File: src/rtl/bitmap_slab_allocator_assert.svh
// Assertion macros used by the allocator control FSM
`ifndef BITMAP_SLAB_ALLOCATOR_ASSERT_SVH
`define BITMAP_SLAB_ALLOCATOR_ASSERT_SVH

// same-cycle implication
`define BSA_IMPL(lbl, ante, cons) \
    lbl: assert property (@(posedge i_clk) disable iff (!i_rst_n) (ante) |-> (cons)) \
        else $error("bsa: same-cycle check failed");

// next-cycle implication
`define BSA_NEXT(lbl, ante, cons) \
    lbl: assert property (@(posedge i_clk) disable iff (!i_rst_n) (ante) |=> (cons)) \
        else $error("bsa: next-cycle check failed");

`endif

File: src/rtl/bsa_pkg.sv
`default_nettype none

package bsa_pkg;

    typedef enum logic [3:0] {
        S_CLEAR,
        S_IDLE,
        S_DECODE,
        S_LOCATE,
        S_LREAD,
        S_LCHECK,
        S_SCAN,
        S_SCHECK,
        S_ENC,
        S_RESULT
    } t_state;

    localparam logic [1:0] OP_ALLOC  = 2'd0;
    localparam logic [1:0] OP_FREE   = 2'd1;
    localparam logic [1:0] OP_VERIFY = 2'd2;
    localparam logic [1:0] OP_NONE   = 2'd3;

    localparam logic [1:0] ST_OK        = 2'd0;
    localparam logic [1:0] ST_NO_SPACE  = 2'd1;
    localparam logic [1:0] ST_BAD_SIZE  = 2'd2;
    localparam logic [1:0] ST_NOT_OWNED = 2'd3;

    localparam logic [1:0] REG_ARENA_BASE = 2'd0;

    typedef struct packed {
        logic accept;
        logic clr;
        logic decode;
        logic locate;
        logic rd_loc;
        logic chk_loc;
        logic scan_rd;
        logic scan_chk;
        logic scan_next;
        logic scan_full;
        logic enc;
        logic load_out;
    } t_cmd;

    typedef struct packed {
        logic clr_done;
        logic reject;
        logic is_alloc;
        logic any_free;
        logic scan_last;
        logic out_free;
    } t_sts;

endpackage

`default_nettype wire

File: src/rtl/bsa_ctrl.sv
`default_nettype none

`include "bitmap_slab_allocator_assert.svh"

module bsa_ctrl (
    input  wire            i_clk,
    input  wire            i_rst_n,
    input  wire            i_valid,
    output logic           o_ready,
    input  bsa_pkg::t_sts  i_sts,
    output bsa_pkg::t_cmd  o_cmd
);

    bsa_pkg::t_state r_state;
    bsa_pkg::t_state n_state;

    always_ff @(posedge i_clk) begin
        if (!i_rst_n) begin
            r_state <= bsa_pkg::S_CLEAR;
        end else begin
            r_state <= n_state;
        end
    end

    always_comb begin
        n_state = r_state;
        o_cmd   = '0;
        o_ready = 1'b0;
        case (r_state)
            bsa_pkg::S_CLEAR: begin
                o_cmd.clr = 1'b1;
                if (i_sts.clr_done) begin
                    n_state = bsa_pkg::S_IDLE;
                end
            end
            bsa_pkg::S_IDLE: begin
                o_ready = 1'b1;
                if (i_valid) begin
                    o_cmd.accept = 1'b1;
                    n_state      = bsa_pkg::S_DECODE;
                end
            end
            bsa_pkg::S_DECODE: begin
                o_cmd.decode = 1'b1;
                if (i_sts.reject) begin
                    n_state = bsa_pkg::S_RESULT;
                end else if (i_sts.is_alloc) begin
                    n_state = bsa_pkg::S_SCAN;
                end else begin
                    n_state = bsa_pkg::S_LOCATE;
                end
            end
            bsa_pkg::S_LOCATE: begin
                o_cmd.locate = 1'b1;
                n_state      = bsa_pkg::S_LREAD;
            end
            bsa_pkg::S_LREAD: begin
                o_cmd.rd_loc = 1'b1;
                n_state      = bsa_pkg::S_LCHECK;
            end
            bsa_pkg::S_LCHECK: begin
                o_cmd.chk_loc = 1'b1;
                n_state       = bsa_pkg::S_RESULT;
            end
            bsa_pkg::S_SCAN: begin
                o_cmd.scan_rd = 1'b1;
                n_state       = bsa_pkg::S_SCHECK;
            end
            bsa_pkg::S_SCHECK: begin
                o_cmd.scan_chk = 1'b1;
                if (i_sts.any_free) begin
                    n_state = bsa_pkg::S_ENC;
                end else if (i_sts.scan_last) begin
                    o_cmd.scan_full = 1'b1;
                    n_state         = bsa_pkg::S_RESULT;
                end else begin
                    o_cmd.scan_next = 1'b1;
                    n_state         = bsa_pkg::S_SCAN;
                end
            end
            bsa_pkg::S_ENC: begin
                o_cmd.enc = 1'b1;
                n_state   = bsa_pkg::S_RESULT;
            end
            bsa_pkg::S_RESULT: begin
                if (i_sts.out_free) begin
                    o_cmd.load_out = 1'b1;
                    n_state        = bsa_pkg::S_IDLE;
                end
            end
            default: begin
                n_state = bsa_pkg::S_IDLE;
            end
        endcase
    end

    `BSA_NEXT(a_accept_decode, o_cmd.accept, r_state == bsa_pkg::S_DECODE)
    `BSA_IMPL(a_scan_bound, o_cmd.scan_next, !i_sts.scan_last)
    `BSA_NEXT(a_load_idle, o_cmd.load_out, o_ready)

endmodule

`default_nettype wire

File: config.mk
export PLATFORM = sky130hd
export DESIGN_NAME = bsa_ctrl
export DESIGN_NICKNAME = d
export VERILOG_FILES = /design/src/rtl/bsa_pkg.sv /design/src/rtl/bsa_ctrl.sv
export VERILOG_INCLUDE_DIRS = /design/src /design/src/rtl
export SDC_FILE = /design/constraint.sdc
export NUM_CORES = 1
export LEC_CHECK = 0
export BUFFER_PORTS_ARGS = -buffer_cell sky130_fd_sc_hd__buf_2
export CAP_MARGIN = 40
export CORE_AREA = 2 2 39 41
export DETAILED_ROUTE_END_ITERATION = 10
export DIE_AREA = 0 0 41 43
export SETUP_SLACK_MARGIN = 0.1
export SYNTH_ARGS = -nofsm -noshare
export SYNTH_HDL_FRONTEND = slang
export SYNTH_SLANG_ARGS = --single-unit
File: constraint.sdc
create_clock -name i_clk -period 1.5 [get_ports i_clk]
set_input_delay 0 -clock i_clk [delete_from_list [all_inputs] [get_ports i_clk]]
set_output_delay 0 -clock i_clk [all_outputs]
set_load 0.05 [all_outputs]
# --- Yosys cells after proc, flatten, opt, wreduce, memory -nomap -nowiden ---
# Index checks and enable logic that the tools add are counted.
# Widths: inputs -> output; s select.
totals:
  in_bits: 9
  register_bits: 4
  output_inout_bits: 13
  elab_cells: 40
op_classes:
  n_reduce_logical: 3
  n_eq_ne: 12
  mux: 24
ops:
  columns: ["operator", "count"]
  rows:
  - ["$pmux 4 s9", 1]
  - ["$mux 4", 6]
  - ["$eq 4x3->1 const B", 4]
  - ["$mux 1", 14]
  - ["$eq 4x2->1 const B", 2]
  - ["$eq 4x4->1 const B", 2]
  - ["$mux 3", 2]
  - ["$ne 2x2->1 const B", 3]
  - ["$eq 4x1->1 const B", 1]
  - ["$logic_not 4->1", 1]
  - ["$reduce_and 3->1", 1]
  - ["$mux 2", 1]
  - ["$reduce_or 2->1", 1]

# --- Logic depth before layout (Yosys ltp) ---
# Gate-level depths: netlist (run 1).
depth:
  ltp_word: 3
  mapped_depth: 5
  depth_no_buf: 4

# --- Worst setup path before layout (run 1) ---
# No wires, ideal clock.
synth_timing:
  kind: "register to register"
  start: "reg r_state[0]"
  end: "reg r_state[3]"
  setup_ns: 0.059
  required_ns: 1.441
  n_path_buf: 0
  path_stages_with_launch: 5
  synth_period_minus_slack_ns: 2.424
  setup_slack_ns: -0.924
  t_arrival_ns: 2.365
  path_cell_list: "dfxtp_1 -> nor4b_1 -> a31oi_1 -> o21ai_1 -> and2_1"
synth_between:
  elab_chain_cells: 3
  elab_cells_between_ends: 16
  classes_between: "eq/ne: 12; mux: 1; reduce/logical: 3"
synth_lines:
  columns: ["item", "line", "rtl"]
  rows:
  - ["from (decl)", "bsa_ctrl.sv:14", "bsa_pkg::t_state r_state;"]
  - ["from (signal assigned)", "bsa_ctrl.sv:19", "r_state <= bsa_pkg::S_CLEAR;"]
  - ["from (signal assigned)", "bsa_ctrl.sv:21", "r_state <= n_state;"]
  - ["$eq 4x4->1, or another cell as far along", "bsa_ctrl.sv:29", "case (r_state)"]
  - ["$reduce_or 2->1 (no source line) or $ne 2x2->1 (tied branches)", null, null]
  - ["$pmux 4 s9 or $reduce_and 3->1 (tied branches)", null, null]
# Several ways; a longest one is shown, not always the timed one.
# A chain may end at the register's enable or synchronous reset.

==> impl_metrics.yaml, run 1 <==
grt:
  grt_use_total_pct: 12.55
  overflow: 0
  grt_max_degree: 15
  first_global_vias: 399
  antenna_found_initial: 0
  grt_pass1_wl_um: 1504
final_layout:
  reg_top3: "r_state: 4 flops"
  nFillCells: 153
  regMostFlops: "r_state"
  nets: 90
  area_delta_synth_final_pct: 65.49
  drive_gt1_share_pct: 50.63
  antennaDiodeCount: 0
  largest_reg_flops: 4
place:
  preCtsSetupSlack_ps: 259.7
  io_buffers: 21
  place_congestion: 0.8715
  dpl.hpwl_um: 813.4
synthesis:
  avgSynthCellArea_um2: 6.580
  synth-seq-cells: 4
  async_flop_share_pct: 0
  syn_inst: 54
  ys.flop_type: "dfxtp_1"
  synth_area_leader_cell: "dfxtp_1"
  syn_nets: 63
  yosys_warnings: 0
  synth.area.top_cells: "dfxtp_1 (23%), nor3_1 (7.0%), nand2_1 (6.3%)"
  synth_edf_count: 0
  yosysSeqAreaShare_pct: 22.54
  synth_cell_type_count: 25
  yosysTopAreaCellShare_pct: 22.54
  netlist_area_um2: 355.3
route:
  vias_per_cell: 4.958
  drtIter0Drc: 7
  drcViolationCount: 0
  wire_per_inst_um: 11.17
  drt-pass1-iter-count: 4
  postRouteAntennaNets: 0
  wl_met1_um: 472
  wl_met2_um: 523
  wl_met3_um: 65
  vias: 471
  routed_wl_um: 1061
  routed.top_layer: "met3"
timing:
  fin_setup_tns_ps: 0
  slew_viol_final: 0
  fmaxAchievable_ghz: 0.7517
  holdWs_ps: 9.097
  finalSetupViolations: 0
  layout_setup_ws_ps: 169.7
  period_minus_slack_ps: 1330
  rsz0062_at_grt: "true"
  fin_skew_ps: 2.864
  fin_crit_sh_pct: 88.68
  worst_pin_slew_ps: 257.9
  slew_headroom_pct: 82.81
  finalHoldViolations: 0
setup_path:
  critPathRequiredTime_ps: 1500
  worst_ep_arrival_time_ps: 1330
  setup.worst_path.end_class: "primary output"
  cp_max_fo: 14
  criticalPathCategory: "reg -> out"
  critPathLaunchType: "flop"
min_path:
  hp-class: "in -> reg"
floorplanning:
  start_util_pct: 25.68
  die_area_um2: 1763
  fp.dieW_um: 41
  core_area_um2: 1384
  ioPinCount: 22
  die_height_um: 43
  rows: 14
power:
  ir_worst_vdd_uv: 329.6
  p_per_area_nw_per_um2: 782.0
  leakage_nw: 0.2923
  finalPower_w: 0.0004599
cts:
  clk_latency_ps: 230
  cts_sinks: 4
  cts_buffer_depth: 2
  clockRootBuffer: "clkbuf_4"
  clk_pin_slew_ps: 40
  postCtsSetupBuffers: 0
  cts_max_level: 1
  cts_tree: "built"
  cts-buffers-inserted: 3
run_status:
  status: "complete, no violations"
flow_run:
  cap_violations: 0
Yosys cell counts (2+ instances only):
master and number:
a31oi_1 2, nor3_1 5, buf_2 4, nand3_1 2
nor2_1 5, dfxtp_1 4, a21oi_1 3, o21ai_0 2
inv_1 4, nand2b_1 3, nand2_1 6
timing repair:
action,4_1_cts,5_1_grt
pin swaps,0,0
hold buffers,0,0
resized for setup,3,4
hold endpoints to repair,0,0
endpoints found under the setup margin,3,7
worst max-delay path, cell delays in order, from the launching register on:
cell	delay, ps
dfxtp_1	300
buf_4	180
nor4b_2	310
buf_2	310
metrics by stage:
step	utilization, %	instances	area, µm²
6_report	42.50	95	588.1
5_1_grt	42.50	95	588.1
4_1_cts	41.68	95	576.8
3_5_place_dp	39.51	92	546.8
3_3_place_gp	39.51	92	546.8
2_1_floorplan	-	54	404.1
report_power, final:
group / switching [W] / total [W] / internal (W) / leakage, nW
sequential: 0.00000647 / 0.000122 / 0.000115 / 0.0332
clock: 0.0000436 / 0.000133 / 0.0000895 / 0.0138
combinational: 0.000140 / 0.000205 / 0.0000650 / 0.245
total: 0.000190 / 0.000460 / 0.000270 / 0.292
area by class of cell:
| cell class | count | area (µm²) | area share (%) |
|---|---|---|---|
| Inverter | 4 | 15.01 | 2.553 |
| Clock buffer | 3 | 22.52 | 3.830 |
| Sequential cell | 4 | 81.33 | 13.83 |
| Timing Repair Buffer | 26 | 150.1 | 25.53 |
| Tap cell | 16 | 20.02 | 3.404 |
| Multi-Input combinational cell | 42 | 299.0 | 50.85 |
cells in the final DEF, fill, tap and decap left out:
master,n
o211ai_1,1
a31oi_1,2
and3_1,1
nor4b_2,1
nor3_4,1
nand2_1,6
a2bb2oi_1,1
buf_2,18
nand3_1,1
nand3b_1,1
dfxtp_1,3
or3b_1,1
a221oi_1,1
nor2_1,4
o21ai_0,2
o31ai_1,1
and2_1,1
and4_1,1
a21oi_1,3
nand3_2,1
nor2b_2,1
nor3b_4,1
dfxtp_2,1
nor4bb_1,1
clkbuf_4,3
nor3_2,4
nand2b_1,3
buf_4,8
o21ai_1,1
nor2_2,1
inv_1,4
layer usage:
| layer | vias up | global-route usage [%] |
|---|---|---|
| met2 | 22 | 18.75 |
| met5 | - | 0 |
| met4 | 0 | 8.000 |
| met1 | 208 | 16.08 |
| met3 | 0 | 1.571 |
| li1 | 241 | - |
kinds of logic (layout without fill, tap and decap cells):
group | count (synthesis) | after routing | synth area share [%]
flip-flops | 4 | 4 | 22.54
AO/OA/AOI/OAI | 12 | 12 | 21.13
buffers and inverters | 8 | 33 | 9.858
AND/OR/NAND/NOR | 30 | 30 | 46.48
path summary, 6_finish.rpt:
kind	end	cells past startpoint	slack, ps	startpoint
hold reg to reg	r_state[1]	3	650	r_state[0]
setup reg to reg	r_state[3]	4	250	r_state[1]
setup / recovery	o_cmd[1]	3	170	r_state[0]
hold / removal	r_state[3]	2	9	i_rst_n
(Power assumes the default switching activity.)
==> run 2, diff against run 1 <==
--- a/config.mk
+++ b/config.mk
@@ -13,2 +13,3 @@
 export DIE_AREA = 0 0 41 43
+export PLACE_DENSITY_LB_ADDON = 0.3
 export SETUP_SLACK_MARGIN = 0.1
--- a/constraint.sdc
+++ b/constraint.sdc
@@ -3,2 +3,2 @@
 set_output_delay 0 -clock i_clk [all_outputs]
-set_load 0.05 [all_outputs]
+set_load 0.005 [all_outputs]
==> impl_metrics.yaml, run 2 (synthesis results as in run 1) <==
run_status:
  status: "complete, no violations"
timing:
  period_minus_slack_ps: 1275
  fin_skew_ps: 0.4589
  rsz0062_at_grt: "true"
  finalHoldViolations: 0
  finalSetupViolations: 0
  worst_pin_slew_ps: 357.7
  fin_crit_sh_pct: 85.02
  slew_headroom_pct: 75.81
  slew_viol_final: 0
  fin_setup_tns_ps: 0
  fmaxAchievable_ghz: 0.7842
  layout_setup_ws_ps: 224.7
final_layout:
  regMostFlops: "r_state"
  antennaDiodeCount: 0
  area_delta_synth_final_pct: 41.90
  stdcell_area_um2: 504.2
  largest_reg_flops: 4
  nFillCells: 152
  reg_top3: "r_state: 4 flops"
  nets: 86
  layout_common_cells: "buf_2 (21), nand2_1 (6), nor3_1 (5), nor2_1 (5), inv_1 (4)"
  drive_gt1_share_pct: 38.67
  final_common_cell: "buf_2"
cts:
  clk_pin_slew_ps: 40
  cts-buffers-inserted: 3
  cts_max_level: 1
  clockRootBuffer: "clkbuf_4"
  clk_latency_ps: 230
  cts_tree: "built"
  cts_sinks: 4
  cts_buffer_depth: 2
  postCtsSetupBuffers: 0
place:
  place_congestion: 0.7762
  dpl.hpwl_um: 769.6
  post_dp_cell_area_um2: 467.9
  preCtsSetupSlack_ps: 177.9
  io_buffers: 21
grt:
  grtUsageMet2_pct: 16.25
  grt_max_degree: 16
  grt_busiest_layer: "met1"
  use_met1_pct: 17.83
  grt_pass1_wl_um: 1559
  grt_use_total_pct: 13.51
  overflow: 0
  first_global_vias: 359
  met3_usage_pct: 6.283
  antenna_found_initial: 0
route:
  vias_per_cell: 5.088
  drt-pass1-iter-count: 4
  vias: 463
  routed_wl_um: 995
  postRouteAntennaNets: 0
  drtIter0Drc: 13
  drcViolationCount: 0
  wire_per_inst_um: 10.93
floorplanning:
  ioPinCount: 22
  fp.dieW_um: 41
  die_height_um: 43
  core_area_um2: 1384
  rows: 14
  die_area_um2: 1763
  start_util_pct: 25.68
setup_path:
  worst_ep_arrival_time_ps: 1280
  setup.worst_path.end_class: "primary output"
  r2r_setup_slack_ps: 290
  criticalPathCategory: "reg -> out"
  cp_max_fo: 15
  critPathRequiredTime_ps: 1500
  critPathLaunchType: "flop"
power:
  ir_worst_vdd_uv: 250.6
  p_per_area_nw_per_um2: 750.5
  leakage_nw: 0.2484
  finalPower_w: 0.0003784
min_path:
  hp-class: "in -> reg"
flow_run:
  cap_violations: 0
run 2: where the power goes:
part	switching [W]	leakage [nW]	internal [W]
logic	0.0000535	0.200	0.0000542
clock network	0.0000429	0.0138	0.0000894
registers	0.0000215	0.0342	0.000117
total	0.000118	0.248	0.000260
run 2: layer usage:
| layer | share of wire, % | vias to the layer above | wire (µm) |
|---|---|---|---|
| met1 | 44 | 205 | 441 |
| met4 | 0 | 0 | 0 |
| met2 | 45 | 23 | 451 |
| li1 | - | 235 | - |
| met3 | 10 | 0 | 101 |
| met5 | 0 | - | 0 |
run 2: repair_timing:
item	CTS	global route
resized for setup	2	4
endpoints found under the setup margin	3	4
hold buffers	0	0
run 2: critical path: stages (launching register included):
cell,delay [ps]
dfxtp_4,420
nor2b_4,180
nand3_1,120
nor3b_1,190
buf_2,130
run 2: layout make-up:
class                           instances  area, µm²  share of cell area, %
Timing Repair Buffer                   22      112.6                  22.33
Tap cell                               16      20.02                  3.970
Inverter                                4      15.01                  2.978
Multi-Input combinational cell         42      247.7                  49.13
Sequential cell                         4      86.33                  17.12
Clock buffer                            3      22.52                  4.466
run 2: metrics by stage:
stage                     hold slack [ps]  util, %  std cells
after floorplan                     33.03        -         54
after global placement              248.2    33.82         88
after detailed placement            245.7    33.82         88
after CTS                           4.190    35.71         91
after global routing                18.76    36.44         91
final                               5.380    36.44         91
run 2: path summary, 6_finish.rpt:
check                           startpoint          to  cells after the start
worst min-delay path               i_rst_n  r_state[3]                      2
worst max-delay path            r_state[0]    o_cmd[2]                      4
worst max register to register  r_state[1]  r_state[3]                      4
worst min register to register  r_state[2]  r_state[0]                      2
==> run 3, diff against run 2 <==
- clock period: 1.5 -> 1.2 ns (I/O delays scaled with it)
==> impl_metrics.yaml, run 3 (synthesis results as in run 1) <==
run_status:
  status: "finished with violations"
  violations: "negative setup slack"
final_layout:
  regMostFlops: "r_state"
  layout_common_cells: "buf_2 (18), buf_4 (9), buf_6 (8)"
  largest_reg_flops: 4
  antennaDiodeCount: 0
  fin_cells: 106
  reg_top3: "r_state: 4 flops"
  final_common_cell: "buf_2"
  drive_gt1_share_pct: 74.44
  nets: 101
  area_delta_synth_final_pct: 136.3
  fin_util_pct: 60.67
power:
  sw_frac_of_total_pct: 33.11
  switchingPower_w: 0.0002086
  ir_worst_vdd_uv: 614.2
  p_clk_share_pct: 25.4
  leakage_nw: 0.3704
  seqPwrFrac_pct: 25.7
  p_per_area_nw_per_um2: 750.6
  power_frac_comb_pct: 48.9
  intPower_w: 0.0004215
grt:
  grt_use_total_pct: 16.88
  grt_pass1_wl_um: 2090
  first_global_vias: 502
  grt_max_degree: 8
  antenna_found_initial: 0
  overflow: 0
timing:
  fin_skew_ps: 0.8935
  slew_headroom_pct: 84.02
  rsz0062_at_grt: "true"
  finalHoldViolations: 0
  holdWs_ps: 10.76
  layout_setup_ws_ps: -20.88
  fin_crit_sh_pct: 101.7
  worst_pin_slew_ps: 236.4
  finalSetupViolations: 1
  period_minus_slack_ps: 1221
  slew_viol_final: 0
  fmaxAchievable_ghz: 0.8191
floorplanning:
  start_util_pct: 25.68
  fp.dieW_um: 41
  core_area_um2: 1384
  die_area_um2: 1763
  rows: 14
  die_height_um: 43
  ioPinCount: 22
cts:
  clockRootBuffer: "clkbuf_4"
  cts_max_level: 1
  cts_buffer_depth: 2
  cts-buffers-inserted: 3
  cts_tree: "built"
  cts_sinks: 4
  clk_pin_slew_ps: 40
  cts_hold_buffers: 0
  clk_latency_ps: 230
route:
  routed_wl_um: 1442
  vias: 527
  drtIter0Drc: 5
  drt-pass1-iter-count: 4
  vias_per_cell: 4.972
  drcViolationCount: 0
  wire_per_inst_um: 13.60
  postRouteAntennaNets: 0
setup_path:
  slowest_delay_ps: 410
  critPathLaunchType: "flop"
  criticalPathCategory: "reg -> reg"
  cp.buffers_inverters: 0
  critPathRequiredTime_ps: 1320
  path_cells: "or3b_4, a31oi_4, o21ai_1, and2_1"
  path_delay_family: "simple AND/OR/NAND/NOR gates"
  crit_slowest_cell: "or3b_4"
  worst_ep_arrival_time_ps: 1340
  setup.worst_path.end_class: "flop"
  cp_max_fo: 3
place:
  place_congestion: 0.7340
  preCtsSetupSlack_ps: 6.406
  dp.cells: 94
  io_buffers: 21
  dpl.hpwl_um: 805.3
min_path:
  hp-class: "in -> reg"
flow_run:
  cap_violations: 0
[run 3: repair_timing]
item                       in CTS  in global routing
setup buffers                   5                  3
gates resized for setup        29                 19
setup endpoints to repair      14                 16
cloned                          1                  0
pin swaps                       8                  5
[run 3: power groups by stage]
stage	sequential (W)	clock, W	combinational (W)
after floorplan	0.000153	0	0.0000965
after global routing	0.000165	0.000173	0.000334
after CTS	0.000160	0.000172	0.000253
final	0.000162	0.000160	0.000308
after global placement	0.000161	0	0.000162
after detailed placement	0.000161	0	0.000162
[run 3: worst paths after layout]
check                           slack, ps          to       start  depth (start not counted)
worst min register to register        590  r_state[0]  r_state[3]                          2
worst max-delay path                  -20  r_state[3]  r_state[1]                          4
worst min-delay path                   10  r_state[3]     i_rst_n                          2
worst max register to register        -20  r_state[3]  r_state[1]                          4
[run 3: cell type report]
| class | count | area, µm² |
|---|---|---|
| tap | 16 | 20.02 |
| multi-input combinational | 42 | 394.1 |
| inverter | 4 | 15.01 |
| timing repair buffer | 37 | 295.3 |
| sequential | 4 | 92.59 |
| clock buffer | 3 | 22.52 |
| fill | 113 | 544.3 |
[run 3: routing by layer]
layer | global-route usage [%] | up-vias | wire length [µm]
met4 | 9.333 | 0 | 0
met5 | 0 | - | 0
li1 | - | 267 | -
met2 | 26.88 | 20 | 779
met3 | 2.094 | 0 | 91
met1 | 20.65 | 240 | 572
[run 3: metrics by stage]
stage          cell area [µm²]  power [W]  setup TNS (ps)
2_1_floorplan            356.6  0.0002499               0
3_3_place_gp             514.2  0.0003230          -12.44
3_5_place_dp             514.2  0.0003230               0
4_1_cts                  734.5  0.0005853          -6.779
5_1_grt                  839.6  0.0006717          -282.7
6_report                 839.6  0.0006301          -20.88
